### config.mk
export PLATFORM = sky130hd
export DESIGN_NAME = psn_back_flat
export DESIGN_NICKNAME = d
export VERILOG_FILES = /design/src/design/point_sort_and_normalize_core_macros.svh /design/src/design/psn_pkg.sv /design/src/design/psn_if.sv /design/src/design/psn_div.sv /design/src/design/psn_back.sv /design/src/flat_wrapper.sv
export SDC_FILE = /design/constraint.sdc
export NUM_CORES = 1
export LEC_CHECK = 0
export ABC_AREA = 1
export BUFFER_PORTS_ARGS = -buffer_cell sky130_fd_sc_hd__buf_2
export CAP_MARGIN = 40
export CORE_AREA = 3 3 264 136
export DETAILED_ROUTE_END_ITERATION = 10
export DIE_AREA = 0 0 267 139
export PLACE_DENSITY = 0.85
export REMOVE_ABC_BUFFERS = 1
export SETUP_SLACK_MARGIN = 0.1
export SLEW_MARGIN = 25
export SYNTH_ARGS = -nofsm -noshare
export SYNTH_HDL_FRONTEND = slang
export SYNTH_SLANG_ARGS = --single-unit
### constraint.sdc
create_clock -name clk -period 21.3 [get_ports clk]
set_input_delay 4.26 -clock clk [delete_from_list [all_inputs] [get_ports clk]]
set_output_delay 4.26 -clock clk [all_outputs]
set_load 0.02 [all_outputs]
### src/design/point_sort_and_normalize_core_macros.svh
// Assertion macros for the point sort and normalize core.
`ifndef POINT_SORT_AND_NORMALIZE_CORE_MACROS_SVH
`define POINT_SORT_AND_NORMALIZE_CORE_MACROS_SVH
`define PSN_ASSERT_IMPL(label, cond, impl) \
  label: assert property (@(posedge clk) disable iff (!rst_n) (cond) |-> (impl)) \
    else $error("assertion failed");
`define PSN_ASSERT_NEXT(label, cond, impl) \
  label: assert property (@(posedge clk) disable iff (!rst_n) (cond) |=> (impl)) \
    else $error("assertion failed");
`endif

### src/design/psn_pkg.sv
// Shared constants and types for the point sort and normalize core.
`default_nettype none
package psn_pkg;
  localparam int MaxPoints = 64;
  localparam int FracBits = 16;
  localparam int IdxW = $clog2(MaxPoints);
  localparam int CntW = $clog2(MaxPoints + 1);
  localparam int PtW = 64;

  typedef struct packed {
    logic signed [31:0] x;
    logic signed [31:0] y;
  } point_t;

  typedef struct packed {
    point_t pt;
    logic is_last;
  } load_word_t;
endpackage
`default_nettype wire

### src/design/psn_if.sv
// Valid/ready channel interfaces for input and result words.
`default_nettype none


interface psn_out_if;
  logic valid;
  logic ready;
  logic signed [31:0] norm_x;
  logic signed [31:0] norm_y;
  logic last_out;
  logic divide_error;
  logic overflow;
  modport source (output valid, norm_x, norm_y, last_out, divide_error, overflow,
                  input ready);
  modport sink (input valid, norm_x, norm_y, last_out, divide_error, overflow,
                output ready);
endinterface
`default_nettype wire

### src/design/psn_div.sv
// Restoring divider: (|v| << FracBits) / d with the sign of v, one quotient bit per cycle, saturated.
`default_nettype none
module psn_div (
  input  wire logic               clk,
  input  wire logic               rst_n,
  input  wire logic               start,
  input  wire logic signed [31:0] num,
  input  wire logic        [31:0] den,
  output logic                    busy,
  output logic signed [31:0]      quo
);
  import psn_pkg::*;
  localparam int NW = 32 + FracBits;
  localparam int CW = $clog2(NW + 1);
  logic [NW-1:0] n_r;
  logic [NW-1:0] q_r;
  logic [32:0] rem_r;
  logic [31:0] d_r;
  logic neg_r;
  logic [CW-1:0] cnt_r;
  logic [32:0] trial;
  logic [NW:0] qmag;
  logic [NW:0] qs;

  assign trial = {rem_r[31:0], n_r[NW-1]} - {1'b0, d_r};
  assign busy = (cnt_r != '0);

  always_ff @(posedge clk) begin
    if (!rst_n) begin
      cnt_r <= '0;
    end else if (start) begin
      cnt_r <= CW'(NW);
    end else if (busy) begin
      cnt_r <= cnt_r - 1'b1;
    end
  end

  always_ff @(posedge clk) begin
    if (start) begin
      neg_r <= num[31];
      n_r <= NW'({(num[31] ? 32'(-num) : 32'(num))}) << FracBits;
      rem_r <= '0;
      q_r <= '0;
      d_r <= den;
    end else if (busy) begin
      n_r <= n_r << 1;
      if (!trial[32]) begin
        rem_r <= trial;
        q_r <= {q_r[NW-2:0], 1'b1};
      end else begin
        rem_r <= {rem_r[31:0], n_r[NW-1]};
        q_r <= {q_r[NW-2:0], 1'b0};
      end
    end
  end

  always_comb begin
    qmag = {1'b0, q_r};
    qs = neg_r ? (NW+1)'(-qmag) : qmag;
    if (!neg_r && qmag > (NW+1)'(32'h7fffffff)) quo = 32'h7fffffff;
    else if (neg_r && qmag > (NW+1)'(33'h80000000)) quo = 32'h80000000;
    else quo = qs[31:0];
  end
endmodule
`default_nettype wire

### src/design/psn_back.sv
// Back: selection-sorts the stored set by scans of the RAM and divides each point.
`default_nettype none
module psn_back (
  input  wire logic                 clk,
  input  wire logic                 rst_n,
  input  wire logic                 set_go,
  input  wire logic [psn_pkg::CntW-1:0] set_count,
  input  wire logic signed [31:0]   set_gx,
  input  wire logic                 set_drop,
  output logic                      busy,
  output logic [psn_pkg::IdxW-1:0]  raddr,
  input  wire psn_pkg::point_t      rdata,
  psn_out_if.source                 out_ch
);
  import psn_pkg::*;
  localparam logic [2:0] S_IDLE = 3'd0, S_SCAN = 3'd1, S_PICK = 3'd2,
                         S_DIVX = 3'd3, S_DIVY = 3'd4, S_OUT = 3'd5;
  logic [2:0] st_r;
  logic [CntW-1:0] n_r, emitted_r, scan_r;
  logic signed [31:0] gx_r;
  logic drop_r, derr_r;
  logic [MaxPoints-1:0] used_r;
  logic have_r;
  logic [IdxW-1:0] best_r;
  point_t best_pt_r;
  logic rd_v_r;
  logic [IdxW-1:0] rd_idx_r;
  logic signed [31:0] qx_r;
  logic div_start;
  logic signed [31:0] div_num;
  logic div_busy;
  logic signed [31:0] div_q;
  logic better;
  logic ov_r;
  logic signed [31:0] ox_r, oy_r;
  logic ol_r, od_r, of_r;

  psn_div u_div (.clk, .rst_n, .start(div_start), .num(div_num), .den(gx_r),
                 .busy(div_busy), .quo(div_q));

  assign busy = (st_r != S_IDLE);
  assign raddr = scan_r[IdxW-1:0];
  assign div_start = (st_r == S_PICK && !derr_r) || (st_r == S_DIVX && !div_busy &&
                     !derr_r && !ov_r);
  assign div_num = (st_r == S_PICK) ? best_pt_r.x : best_pt_r.y;

  always_comb begin
    // rank: nonneg y before neg; nonneg by x desc, neg by x asc; ties by index
    if (!have_r) begin
      better = 1'b1;
    end else if (rdata.y[31] != best_pt_r.y[31]) begin
      better = !rdata.y[31];
    end else if (!rdata.y[31]) begin
      better = rdata.x > best_pt_r.x;
    end else begin
      better = rdata.x < best_pt_r.x;
    end
  end

  assign out_ch.valid = ov_r;
  assign out_ch.norm_x = ox_r;
  assign out_ch.norm_y = oy_r;
  assign out_ch.last_out = ol_r;
  assign out_ch.divide_error = od_r;
  assign out_ch.overflow = of_r;

  always_ff @(posedge clk) begin
    if (!rst_n) begin
      st_r <= S_IDLE;
      ov_r <= 1'b0;
      rd_v_r <= 1'b0;
      used_r <= '0;
      have_r <= 1'b0;
    end else begin
      if (ov_r && out_ch.ready) ov_r <= 1'b0;
      rd_v_r <= (st_r == S_SCAN) && (scan_r < n_r);
      rd_idx_r <= scan_r[IdxW-1:0];
      unique case (st_r)
        S_IDLE: begin
          if (set_go) begin
            n_r <= set_count;
            gx_r <= set_gx;
            drop_r <= set_drop;
            derr_r <= (set_gx <= 0);
            emitted_r <= '0;
            scan_r <= '0;
            used_r <= '0;
            have_r <= 1'b0;
            st_r <= (set_count == '0) ? S_IDLE : S_SCAN;
          end
        end
        S_SCAN: begin
          if (rd_v_r && !used_r[rd_idx_r] && better) begin
            have_r <= 1'b1;
            best_r <= rd_idx_r;
            best_pt_r <= rdata;
          end
          if (scan_r < n_r) scan_r <= scan_r + 1'b1;
          else if (!rd_v_r) st_r <= S_PICK;
        end
        S_PICK: begin
          used_r[best_r] <= 1'b1;
          st_r <= S_DIVX;
        end
        S_DIVX: begin
          if (derr_r) begin
            if (!ov_r) begin
              qx_r <= '0;
              st_r <= S_OUT;
            end
          end else if (!div_busy && !ov_r) begin
            qx_r <= div_q;
            st_r <= S_DIVY;
          end
        end
        S_DIVY: begin
          if (!div_busy) st_r <= S_OUT;
        end
        S_OUT: begin
          ov_r <= 1'b1;
          ox_r <= qx_r;
          oy_r <= derr_r ? '0 : div_q;
          ol_r <= (emitted_r + 1'b1 == n_r);
          od_r <= derr_r;
          of_r <= drop_r;
          emitted_r <= emitted_r + 1'b1;
          have_r <= 1'b0;
          scan_r <= '0;
          st_r <= (emitted_r + 1'b1 == n_r) ? S_IDLE : S_SCAN;
        end
        default: st_r <= S_IDLE;
      endcase
    end
  end
endmodule
`default_nettype wire

### src/flat_wrapper.sv
// flat-port wrapper written by rule: the top's interface ports become plain ports
module psn_back_flat import psn_pkg::*;
  (clk, rst_n, set_go, set_count, set_gx, set_drop, busy, raddr, rdata, out_ch_valid, out_ch_norm_x, out_ch_norm_y, out_ch_last_out, out_ch_divide_error, out_ch_overflow, out_ch_ready);
  psn_out_if out_ch_i ();
  input  wire logic clk;
  input  wire logic rst_n;
  input  wire logic set_go;
  input  wire logic [psn_pkg::CntW-1:0] set_count;
  input  wire logic signed [31:0] set_gx;
  input  wire logic set_drop;
  output logic busy;
  output logic [psn_pkg::IdxW-1:0] raddr;
  input  wire psn_pkg::point_t rdata;
  output wire logic [$bits(out_ch_i.valid)-1:0] out_ch_valid;
  output wire logic [$bits(out_ch_i.norm_x)-1:0] out_ch_norm_x;
  output wire logic [$bits(out_ch_i.norm_y)-1:0] out_ch_norm_y;
  output wire logic [$bits(out_ch_i.last_out)-1:0] out_ch_last_out;
  output wire logic [$bits(out_ch_i.divide_error)-1:0] out_ch_divide_error;
  output wire logic [$bits(out_ch_i.overflow)-1:0] out_ch_overflow;
  input wire logic [$bits(out_ch_i.ready)-1:0] out_ch_ready;
  assign out_ch_valid = out_ch_i.valid;
  assign out_ch_norm_x = out_ch_i.norm_x;
  assign out_ch_norm_y = out_ch_i.norm_y;
  assign out_ch_last_out = out_ch_i.last_out;
  assign out_ch_divide_error = out_ch_i.divide_error;
  assign out_ch_overflow = out_ch_i.overflow;
  assign out_ch_i.ready = out_ch_ready;
  psn_back u_core (.clk(clk), .rst_n(rst_n), .set_go(set_go), .set_count(set_count), .set_gx(set_gx), .set_drop(set_drop), .busy(busy), .raddr(raddr), .rdata(rdata), .out_ch(out_ch_i));
endmodule
==> run metrics <==
outcome complete, no violations; vias in the first global route 16820; slowest stage delay, CP 0.56 ns; Final Hold Viols 0; layout cells sized above 1 13.4%; initial DRC count 2325; clock transition at the registers of the reported paths 0.07 ns; CTS root buf clkbuf_16; Finish-stage setup viols 0; slew margin rel. 38.3%; Slew @ Worst Pin 0.916 ns; multi-input logic area 0.00846 mm²; fin area 0.0247 mm²; H-tree Lvls 2; Clk Latency, worst-skew pair 0.56 ns; unrepaired setup endpoints after global routing no; post-place setup slack 13.99 ns; P&R area growth vs syn 12.9%; Routed WL 55.2 mm; setup TNS 0 ns; Overflow after GRT 0; die height 139 µm; Ports 183; CP Max Fanout 56; most frequent cells in the layout 403 x nand2_1, 295 x edfxtp_1, 275 x inv_1; CTS-repair resized insts 0; Via Count 17853; WL per Instance 18.2 µm; critical path arrival 6.79 ns; Worst VDD drop 0.0939 mV; CTS Buffer Depth 3; row count 48; CTS buffer count 39; Post-Syn Area 0.0219 mm²; drt pass-1 iters 6; max-cap viol count 0; # fillers 2408; Tcrit/Tclk final 30.8%; Port Buf Inserts 182; minimum clock period 6.56 ns; PnR worst setup slack 14.74 ns; die width 267 µm; drc violations 0; CTS hold repair buffers 0; Crit path top cell by count nand2_1; worst hold path type reg2reg; Post-Synthesis Cells 2396; Final Max Tran Viols 0; Crit Path Category in2reg; synth unique cells 56; final cell count without fillers 3042; crit start category input port; first-pass GRT wire length 87.4 mm; number of vias per cell 5.87; Detail Route Antenna Nets 0; Leak 10.7 nW; RePlAce Congestion 0.991; maximum clock rate 0.152 GHz; clk_skew 0.0115 ns; CP required 21.53 ns; largest net degree at the start of global routing 74; critical-path cell list buf_2 -> ha_1 -> nand2_1 -> o21ai_0 -> nand2_1 -> nand2_1 -> a21oi_1 -> nand3_1 -> nand3_1 -> nand2_1 -> nand2_1 -> nand2_1 -> nand2_1 -> nor2_4 -> buf_4 -> buf_16; #FFs+latches synth 451; initial antenna violation count 1; CTS tree built; Seq. cell area 0.0120 mm²; die area 0.0371 mm²; Syn Area/Cell 9.14 µm²; register area share after synthesis 54.7%; overall routing resource usage 29.2%; clock sink count 451; Synth warnings 0; Post-DP Area 0.0233 mm²; # Post-CTS Setup Buffers 0; CP Capture Type flop; pwr/cell area 141 mW/mm²; utilization after layout 72.7%; commonest non-fill, non-tap cell in the layout nand2_1; placed cells 2964; CP bufs+invs 3; slowest cell on the critical path o21ai_0; area of the core 0.0340 mm²; cell class contributing the biggest share of worst-path delay simple AND/OR/NAND/NOR gates; Post-DP HPWL 38.6 mm; Initial Util 64.4%; nets 2745
==> layout make-up <==
type | count | area share [%]
clock inverter | 21 | 0.967
clock buffer | 50 | 4.53
sequential | 451 | 48.5
antenna | 1 | 0.0101
timing repair buffer | 222 | 5.24
multi-input combinational | 1566 | 34.2
tap | 450 | 2.28
inverter | 281 | 4.27
==> cell families (layout without fill, tap and decap cells) <==
group	after synthesis	in the layout	synth area share (%)
compound gates	491	491	12.6
xor+xnor	82	82	3.28
fa+ha+maj	76	76	4.38
buf+inv	379	574	6.91
flops	451	451	54.7
other cells	0	1	0
simple gates	917	917	18.1
==> routing by layer <==
layer	track usage (%)	part of all wire, %
met2	43.6	43
met5	0	0
met4	10.8	3.7
met1	42.8	43
met3	5.73	9.8
==> final timing paths <==
kind | from | end | slack, ns | cells after the start
setup / recovery | rdata[59] | u_core.best_pt_r[39]$_DFFE_PP_ | 14.74 | 16
hold reg to reg | u_core.qx_r[10]$_SDFFCE_PP0P_ | u_core.out_ch.norm_x[10]$_DFFE_PP_ | 0.42 | 0
setup reg to reg | u_core.st_r[1]$_SDFFE_PN0P_ | u_core.u_div.n_r[46]$_DFFE_PP_ | 17.36 | 17
hold / removal | u_core.qx_r[10]$_SDFFCE_PP0P_ | u_core.out_ch.norm_x[10]$_DFFE_PP_ | 0.42 | 0
==> metrics by stage <==
step | total power [W] | hold slack (ns)
after floorplan | 0.00229 | 0.400
after global placement | 0.00261 | 0.401
after detailed placement | 0.00270 | 0.405
after CTS | 0.00347 | 0.416
after global routing | 0.00373 | 0.424
final | 0.00350 | 0.420
==> synthesized netlist by cell type (all sizes together) <==
library cell / number / area [µm²]
nand2: 413 / 1580
o211a: 1 / 10.0
o21ai: 142 / 756
and3: 1 / 7.51
o31ai: 3 / 27.5
nand4: 20 / 131
a21oi: 240 / 1200
o211ai: 3 / 22.5
or2: 19 / 119
nor2: 254 / 1000
edfxtp: 295 / 8860
ha: 75 / 938
buf: 35 / 223
fa: 1 / 20.0
a211oi: 4 / 30.0
o2111ai: 1 / 8.76
o21a: 4 / 30.0
nand3: 72 / 378
clkbuf: 63 / 236
o21bai: 11 / 82.6
inv: 279 / 1050
xor2: 54 / 473
a221oi: 4 / 35.0
clkinv: 2 / 7.51
a31oi: 7 / 43.8
nor3: 107 / 546
o22ai: 16 / 100
dfxtp: 156 / 3120
xnor2: 28 / 245
nor3b: 1 / 7.51
a2111oi: 1 / 8.76
a22oi: 47 / 353
a21boi: 1 / 7.51
nor4: 24 / 150
a21o: 5 / 37.5
a21bo: 1 / 10.0
nand3b: 6 / 45.0
==> state kept, by name, summed over array words and instances, names as in the netlist, 3 cells and up <==
name,count
u_core.u_div.n_r,32
u_core.out_ch.norm_x,32
u_core.best_pt_r,64
u_core.st_r,3
u_core.u_div.cnt_r,6
u_core.emitted_r,7
u_core.scan_r,7
u_core.best_r,6
u_core.rd_idx_r,6
u_core.used_r,64
u_core.u_div.d_r,32
u_core.u_div.q_r,48
u_core.gx_r,32
u_core.u_div.rem_r,32
u_core.n_r,7
u_core.qx_r,32
u_core.out_ch.norm_y,32
==> report_power, final <==
group / internal, W / switching, W
clock: 0.000425 / 0.000333
combinational: 0.000493 / 0.000990
sequential: 0.00114 / 0.000113
No activity file was read; power rests on OpenSTA's default activity.
