[src/design/point_sort_and_normalize_core_macros.svh]
// Assertion macros for the point sort and normalize core.
`ifndef POINT_SORT_AND_NORMALIZE_CORE_MACROS_SVH
`define POINT_SORT_AND_NORMALIZE_CORE_MACROS_SVH
`define PSN_ASSERT_IMPL(label, cond, impl) \
  label: assert property (@(posedge clk) disable iff (!rst_n) (cond) |-> (impl)) \
    else $error("assertion failed");
`define PSN_ASSERT_NEXT(label, cond, impl) \
  label: assert property (@(posedge clk) disable iff (!rst_n) (cond) |=> (impl)) \
    else $error("assertion failed");
`endif

[src/design/psn_pkg.sv]
// Shared constants and types for the point sort and normalize core.
`default_nettype none
package psn_pkg;
  localparam int MaxPoints = 64;
  localparam int FracBits = 16;
  localparam int IdxW = $clog2(MaxPoints);
  localparam int CntW = $clog2(MaxPoints + 1);
  localparam int PtW = 64;

  typedef struct packed {
    logic signed [31:0] x;
    logic signed [31:0] y;
  } point_t;

  typedef struct packed {
    point_t pt;
    logic is_last;
  } load_word_t;
endpackage
`default_nettype wire

[src/design/psn_if.sv]
// Valid/ready channel interfaces for input and result words.
`default_nettype none
interface psn_in_if;
  logic valid;
  logic ready;
  logic signed [31:0] point_x;
  logic signed [31:0] point_y;
  logic is_last;
  modport source (output valid, point_x, point_y, is_last, input ready);
  modport sink (input valid, point_x, point_y, is_last, output ready);
endinterface

`default_nettype wire

[src/design/psn_front.sv]
// Front: accepts points, stores them and tracks count, greatest x and drops.
`default_nettype none
module psn_front (
  input  wire logic                 clk,
  input  wire logic                 rst_n,
  psn_in_if.sink                    in_ch,
  input  wire logic                 back_busy,
  output logic                      we,
  output logic [psn_pkg::IdxW-1:0]  waddr,
  output psn_pkg::point_t           wdata,
  output logic                      set_go,
  output logic [psn_pkg::CntW-1:0]  set_count,
  output logic signed [31:0]        set_gx,
  output logic                      set_drop
);
  import psn_pkg::*;
  logic [CntW-1:0] cnt_r;
  logic signed [31:0] gx_r;
  logic drop_r;
  logic acc, full;

  assign in_ch.ready = !back_busy;
  assign acc = in_ch.valid && in_ch.ready;
  assign full = (cnt_r == CntW'(MaxPoints));
  assign we = acc && !full;
  assign waddr = cnt_r[IdxW-1:0];
  assign wdata = '{x: in_ch.point_x, y: in_ch.point_y};
  assign set_go = acc && in_ch.is_last;
  assign set_count = full ? cnt_r : cnt_r + 1'b1;
  assign set_gx = (!full && in_ch.point_x > gx_r) ? in_ch.point_x : gx_r;
  assign set_drop = drop_r || full;

  always_ff @(posedge clk) begin
    if (!rst_n) begin
      cnt_r <= '0;
      gx_r <= '0;
      drop_r <= 1'b0;
    end else if (set_go) begin
      cnt_r <= '0;
      gx_r <= '0;
      drop_r <= 1'b0;
    end else if (acc) begin
      cnt_r <= set_count;
      gx_r <= set_gx;
      drop_r <= set_drop;
    end
  end
endmodule
`default_nettype wire

[src/flat_wrapper.sv]
// flat-port wrapper written by rule: the top's interface ports become plain ports
module psn_front_flat import psn_pkg::*;
  (clk, rst_n, back_busy, we, waddr, wdata, set_go, set_count, set_gx, set_drop, in_ch_valid, in_ch_point_x, in_ch_point_y, in_ch_is_last, in_ch_ready);
  psn_in_if in_ch_i ();
  input  wire logic clk;
  input  wire logic rst_n;
  input  wire logic back_busy;
  output logic we;
  output logic [psn_pkg::IdxW-1:0] waddr;
  output psn_pkg::point_t wdata;
  output logic set_go;
  output logic [psn_pkg::CntW-1:0] set_count;
  output logic signed [31:0] set_gx;
  output logic set_drop;
  input wire logic [$bits(in_ch_i.valid)-1:0] in_ch_valid;
  input wire logic [$bits(in_ch_i.point_x)-1:0] in_ch_point_x;
  input wire logic [$bits(in_ch_i.point_y)-1:0] in_ch_point_y;
  input wire logic [$bits(in_ch_i.is_last)-1:0] in_ch_is_last;
  output wire logic [$bits(in_ch_i.ready)-1:0] in_ch_ready;
  assign in_ch_i.valid = in_ch_valid;
  assign in_ch_i.point_x = in_ch_point_x;
  assign in_ch_i.point_y = in_ch_point_y;
  assign in_ch_i.is_last = in_ch_is_last;
  assign in_ch_ready = in_ch_i.ready;
  psn_front u_core (.clk(clk), .rst_n(rst_n), .in_ch(in_ch_i), .back_busy(back_busy), .we(we), .waddr(waddr), .wdata(wdata), .set_go(set_go), .set_count(set_count), .set_gx(set_gx), .set_drop(set_drop));
endmodule
[config.mk]
export PLATFORM = sky130hd
export DESIGN_NAME = psn_front_flat
export DESIGN_NICKNAME = d
export VERILOG_FILES = /design/src/design/point_sort_and_normalize_core_macros.svh /design/src/design/psn_pkg.sv /design/src/design/psn_if.sv /design/src/design/psn_front.sv /design/src/flat_wrapper.sv
export SDC_FILE = /design/constraint.sdc
export NUM_CORES = 1
export LEC_CHECK = 0
export ABC_AREA = 1
export BUFFER_PORTS_ARGS = -buffer_cell sky130_fd_sc_hd__clkbuf_2
export CAP_MARGIN = 10
export CORE_UTILIZATION = 51
export DETAILED_ROUTE_END_ITERATION = 12
export GPL_TIMING_DRIVEN = 0
export PLACE_DENSITY = 0.88
export SYNTH_ARGS = -nofsm -noshare
export SYNTH_HDL_FRONTEND = slang
export SYNTH_SLANG_ARGS = --single-unit
[constraint.sdc]
create_clock -name clk -period 4.8 [get_ports clk]
set_input_delay 0.24 -clock clk [delete_from_list [all_inputs] [get_ports clk]]
set_output_delay 0.24 -clock clk [all_outputs]
set_load 0.005 [all_outputs]
==> results.py, run 1 <==
metrics = {
    "run_status": {
        "status": "completed",
    },
    "routing": {
        "vias": 3941,
        "dr.pass1.iters": 5,
        "drt-initial-drc-count": 186,
        "wl_per_cell_um": 11.48,
        "drt-total-wl_um": 9343,
        "viasPerCell": 4.842,
        "ant_nets": 0,
        "drc": 0,
    },
    "finish": {
        "drive_gt1_frac": 0.3329,
        "fin_nets": 820,
        "synthToLayoutAreaGrowth_pct": 26.49,
        "antenna_cells": 0,
    },
    "synth": {
        "syn-num-nets": 664,
        "synthTopCellsByArea": "dfxtp_1 (22%), buf_4 (15%), nand2_1 (15%)",
        "synth_top_area_cell": "dfxtp_1",
        "synthSimpleGateAreaFrac": 0.2937,
        "synth_area_mm2": 0.003608,
        "synth_seq_area_share": 0.2219,
        "synth-adder-area-share": 0.1179,
        "synth.avg_cell_area_um2": 6.432,
        "synth_cell_types": 27,
        "ys_ff_latch": 40,
        "muxShareOfSynthArea": 0,
        "ys.warnings.count": 0,
        "synth_top_family_by_area": "simple AND/OR/NAND/NOR gates",
        "synthXorXnorAreaFrac": 0.01214,
        "synth_top_area_frac": 0.2219,
        "synth_compound_area_frac": 0.08911,
        "postSynthCellCount": 561,
    },
    "timing": {
        "fin_crit_ps": 2881,
        "worst_pin_slew_ps": 570.9,
        "finalHoldViolations": 0,
        "max_freq_ghz": 0.3471,
        "skew_ps": 6.412,
        "max_slew_margin": 0.6177,
        "tns_ps": 0,
        "hold_ws_ps": 350.7,
        "setup_viol": 0,
        "rsz0062_at_grt": "no",
        "drv_slew": 0,
        "post-route-period-util": 0.6002,
    },
    "clocking": {
        "postCtsResizedCells": 0,
        "cts_root_buffer": "clkbuf_8",
        "htree_levels": 2,
        "cts_tree": "yes",
        "ctsHoldBuffers": 0,
        "clock_latency_ps": 290,
        "cts_buffers": 5,
        "clk_pin_slew_ps": 80,
        "cts_sinks": 40,
        "post_cts_buffers": 0,
        "cts_buffer_depth": 2,
    },
    "global_route": {
        "globalRoute.totalOverflow": 0,
        "grt_pass1_wl_um": 15190,
        "grt_max_degree": 12,
        "antenna_found_initial": 0,
        "grt_pass1_vias": 3634,
        "grt.total_usage": 0.2496,
    },
    "floorplan": {
        "core.rowCount": 30,
        "die_x_um": 86.12,
        "io_pins": 182,
        "core_area_mm2": 0.006832,
        "fp.dieH_um": 86.12,
        "dieArea_mm2": 0.007416,
        "start_util": 0.5282,
    },
    "power_and_ir_drop": {
        "p_leak_uw": 0.002714,
        "ir_worst_vdd_uv": 124.4,
        "p_per_area_mw_per_mm2": 228.6,
    },
    "worst_setup_path": {
        "critical_path.most_common_cell": "nand2_1",
        "slowest_delay_ps": 430,
        "end_kind": "output pin",
        "cpLargestDelayFamily": "simple AND/OR/NAND/NOR gates",
        "worstPathCellList": "inv_1, ha_1, nand2_1, nor2_1, nand2_1, nor3b_2, a31oi_1, clkbuf_1, nand4_1, nand2_1, clkbuf_2",
        "cp.buffers_inverters": 3,
        "crit_fanout": 10,
        "worstSetupStartpointType": "flop",
        "crit_required_ps": 4560,
        "critPathKind": "reg -> out",
        "critPathArrivalTime_ps": 2640,
        "slowest_stage": "a31oi_1",
    },
    "run": {
        "drv_cap": 0,
    },
    "place": {
        "place_congestion": 0.8443,
        "dpl.hpwl_um": 7372,
        "io_buffers": 149,
    },
    "hold_path": {
        "hold_class": "in -> reg",
    },
}
[synth_stat cells]
master	number
a211oi_1	1
a21o_1	1
a21oi_1	50
a31oi_1	1
buf_1	2
buf_2	6
buf_4	72
clkbuf_1	14
dfxtp_1	40
ha_1	34
inv_1	86
inv_2	1
nand2_1	140
nand2_2	1
nand3_1	36
nand3_2	2
nand4_1	33
nor2_1	23
nor3_1	1
nor3_2	1
nor3b_1	1
nor3b_2	1
o21a_1	2
o21ai_0	6
o21ai_1	1
xnor2_1	1
xor2_1	4
[metal layers]
layer / vias up / GRT usage / part of all wire
met5: - / 0 / 0
met4: 0 / 0.09242 / 0.011
met3: 8 / 0.03176 / 0.063
met2: 162 / 0.4574 / 0.51
met1: 1738 / 0.2953 / 0.41
li1: 2033 / - / -
[logic make-up after synthesis]
kind of cell    Yosys count
fa+ha+maj                34
buf+inv                 181
flops                    40
compound gates           62
xor+xnor                  5
simple gates            239
[registers in the layout, indices dropped and copies added, names as in the netlist]
register	count
u_core.cnt_r	7
u_core.drop_r	1
u_core.gx_r	32
[worst reg2reg max path: stages (launching register included)]
cell      delay [ps]
dfxtp_1          340
inv_1             60
ha_1             330
nand2_1          110
nor2_1            60
nand2_1          100
nor3b_2           60
a31oi_1          430
clkbuf_1         450
nand4_1          180
nand3_1          120
nand2_1           70
inv_1             50
[final timing paths]
check	from	to	slack [ps]	cells past startpoint
setup / recovery	u_core.gx_r[31]$_SDFFE_PP0P_	set_gx[4]	1920	11
hold / removal	in_ch_point_x[22]	u_core.gx_r[22]$_SDFFE_PP0P_	350	5
setup reg to reg	u_core.gx_r[31]$_SDFFE_PP0P_	u_core.gx_r[18]$_SDFFE_PP0P_	2400	12
hold reg to reg	u_core.drop_r$_SDFFE_PP0P_	u_core.drop_r$_SDFFE_PP0P_	480	2
[stage by stage]
stage                       util  area [um2]  setup WS, ps  power, uW  std cells
after floorplan                -        3608          2728      647.1        561
after global placement    0.6549        4474          2293      795.3        806
after detailed placement  0.6549        4474          2229      811.4        806
after CTS                 0.6681        4564          1920       1047        814
after global routing      0.6681        4564          1666       1119        814
final                     0.6681        4564          1919       1044        814
[cell usage in the layout (no fill, tap or decap)]
cell type,synthesis,final
nor3_1,1,1
o21ai_1,1,1
nand3_2,2,2
inv_1,86,86
xor2_1,4,4
xnor2_1,1,1
clkbuf_8,0,6
a21o_1,1,1
inv_2,1,1
dfxtp_1,40,40
a21oi_1,50,50
buf_2,6,6
a211oi_1,1,1
ha_1,34,34
buf_4,72,72
o21ai_0,6,6
nor3_2,1,1
o21a_1,2,2
nor3b_2,1,1
nand4_1,33,33
buf_1,2,2
nor2_1,23,23
nand2_2,1,1
nand3_1,36,36
clkbuf_1,14,16
nor3b_1,1,1
nand2_1,140,140
a31oi_1,1,1
clkbuf_2,0,149
[report_power, final]
| group | total (uW) | switching, uW | internal (uW) |
|---|---|---|---|
| clock | 238 | 120 | 117 |
| sequential | 366 | 12.8 | 353 |
| combinational | 440 | 244 | 196 |
[area by class of cell]
cell class                 count  area [um2]
timing repair buffer         149       745.7
buffer                        94       630.6
sequential                    40       800.8
clock buffer                   8       90.09
fill                         621        2267
tap                           96       120.1
inverter                      87       326.6
multi-input combinational    340        1851
No activity file was read; power rests on OpenSTA's default activity.
==> run 2: changes to the inputs <==
Settings changed: CORE_UTILIZATION 51 to 47, PLACE_DENSITY 0.88 to 0.82.
Clock period 4.8 ns to 3 ns, I/O delays scaled along.
==> run 2 against run 1 <==
Compared with the run above:
- critical path depth up 3
- design area up 1.1%
- via count increased by 2.2%
- hold slack worse by 100 ps
- combinational power up 61%
==> results.py, run 2 (same netlist as run 1, synthesis figures left out) <==
metrics = {
    "timing": {
        "max_slew_margin": 0.5863,
        "worst_pin_slew_ps": 617.2,
        "post-route-period-util": 0.9163,
        "finalHoldViolations": 0,
        "setup_viol": 0,
        "layout_setup_ws_ps": 251.1,
        "fin_crit_ps": 2749,
        "skew_ps": 5.070,
        "drv_slew": 0,
        "hold_ws_ps": 249.9,
        "max_freq_ghz": 0.3638,
    },
    "place": {
        "place_area_mm2": 0.004478,
        "dp_slack_ps": 531.7,
        "dpl.hpwl_um": 7423,
        "place_inst": 809,
        "place_congestion": 0.7820,
        "io_buffers": 149,
    },
    "global_route": {
        "grt_pass1_vias": 3415,
        "grt.total_usage": 0.2349,
        "antenna_found_initial": 0,
        "grt_pass1_wl_um": 14730,
        "globalRoute.totalOverflow": 0,
        "grt_max_degree": 13,
    },
    "finish": {
        "reg_top3": "u_core.gx_r: 32 flops, u_core.cnt_r: 7 flops, u_core.drop_r: 1 flops",
        "antenna_cells": 0,
        "stdcell_count": 817,
        "mostFrequentLayoutCells": "clkbuf_2 (152), nand2_1 (140), inv_1 (86), buf_4 (72), a21oi_1 (50)",
        "final_common_cell": "clkbuf_2",
        "drive_gt1_frac": 0.3412,
        "largest_register": "u_core.gx_r",
        "synthToLayoutAreaGrowth_pct": 27.88,
        "fin_nets": 820,
        "finalInstanceArea_mm2": 0.004614,
        "largest_reg_flops": 32,
    },
    "power_and_ir_drop": {
        "ir_worst_vdd_uv": 217.3,
        "switching_share": 0.3466,
        "p_int_uw": 1174,
        "p_leak_uw": 0.002741,
        "power_switching_uw": 622.7,
        "clkPwrFrac": 0.280,
        "p_per_area_mw_per_mm2": 389.3,
        "finalPower_uw": 1797,
        "pwr-share-seq": 0.326,
        "combPwrFrac": 0.394,
    },
    "run_status": {
        "status": "completed",
    },
    "routing": {
        "drt-initial-drc-count": 133,
        "ant_nets": 0,
        "drc": 0,
        "dr.pass1.iters": 5,
        "vias": 4026,
        "viasPerCell": 4.928,
        "wl_per_cell_um": 11.77,
        "drt-total-wl_um": 9618,
    },
    "floorplan": {
        "io_pins": 182,
        "dieArea_mm2": 0.008032,
        "core.rowCount": 31,
        "fp.dieH_um": 89.62,
        "start_util": 0.4922,
        "core_area_mm2": 0.007331,
        "die_x_um": 89.62,
    },
    "clocking": {
        "ctsHoldBuffers": 0,
        "clock_latency_ps": 300,
        "postCtsResizedCells": 0,
        "post_cts_buffers": 0,
        "cts_tree": "yes",
        "htree_levels": 2,
        "clk_pin_slew_ps": 80,
        "cts_root_buffer": "clkbuf_8",
        "cts_sinks": 40,
        "cts_buffer_depth": 2,
        "cts_buffers": 5,
    },
    "worst_setup_path": {
        "rr_endpoint": "u_core.gx_r[26]$_SDFFE_PP0P_",
        "worstSetupStartpointType": "flop",
        "ff2ff_setup_slack_ps": 630,
        "critPathCapture": "set_gx[30]",
        "crit_start": "u_core.gx_r[31]$_SDFFE_PP0P_",
        "crit_required_ps": 2850,
        "critPathArrivalTime_ps": 2600,
        "crit-reg2reg-launch": "u_core.gx_r[31]$_SDFFE_PP0P_",
        "r2r_cells": 14,
        "critPathKind": "reg -> out",
        "crit_fanout": 10,
        "end_kind": "output pin",
    },
    "hold_path": {
        "hold_depth": 5,
        "hold_class": "in -> reg",
    },
    "run": {
        "drv_cap": 0,
    },
}
==> run 2: per-stage QoR <==
step	utilization	TNS (ps)
floorplan	-	0
global placement	0.6109	0
detailed placement	0.6109	0
CTS	0.6281	0
global route	0.6295	-17.00
finish	0.6295	0
==> run 2: worst max-delay path, cell delays in order (launching register included) <==
cell,delay [ps]
dfxtp_1,340
inv_1,60
ha_1,340
nand2_1,90
nor2_1,140
nand2_1,100
nor3b_2,230
nand2_1,130
nand2_1,90
nand2_2,100
nand3_2,130
buf_2,250
nand2_1,110
nand2_1,80
clkbuf_2,110
==> run 2: power by group through the flow <==
stage               clock network [uW]  registers [uW]  logic, uW
finish                             503             586        708
global placement                     0             595        682
floorplan                            0             593        442
detailed placement                   0             597        703
global route                       534             590        800
CTS                                510             585        707
==> run 2: worst min path at each step <==
stage	start	slack, ps	endpoint
after floorplan	back_busy	330	in_ch_ready
after global placement	u_core.drop_r$_SDFFE_PP0P_	450	u_core.drop_r$_SDFFE_PP0P_
after detailed placement	in_ch_point_y[3]	470	wdata[3]
after CTS	in_ch_point_x[18]	250	u_core.gx_r[18]$_SDFFE_PP0P_
after global routing	in_ch_point_x[10]	280	u_core.gx_r[10]$_SDFFE_PP0P_
final	in_ch_point_x[18]	250	u_core.gx_r[18]$_SDFFE_PP0P_
==> run 2: area by class of cell <==
class | count | area, um2
fillers | 714 | 2716
multi-input cells | 340 | 1857
flip-flops and latches | 40 | 800.8
repair buffers | 149 | 745.7
plain buffers | 94 | 634.4
inverters | 87 | 326.6
well taps | 99 | 123.9
clock buffers | 7 | 96.34
clock inverters | 1 | 30.03
==> run 2: per-layer routing <==
| metal | track usage | vias up | wire [um] |
|---|---|---|---|
| met4 | 0.07648 | 0 | 130 |
| met2 | 0.4056 | 163 | 4792 |
| met1 | 0.2927 | 1810 | 3920 |
| met5 | 0 | - | 0 |
| met3 | 0.04753 | 14 | 774 |
| li1 | - | 2039 | - |
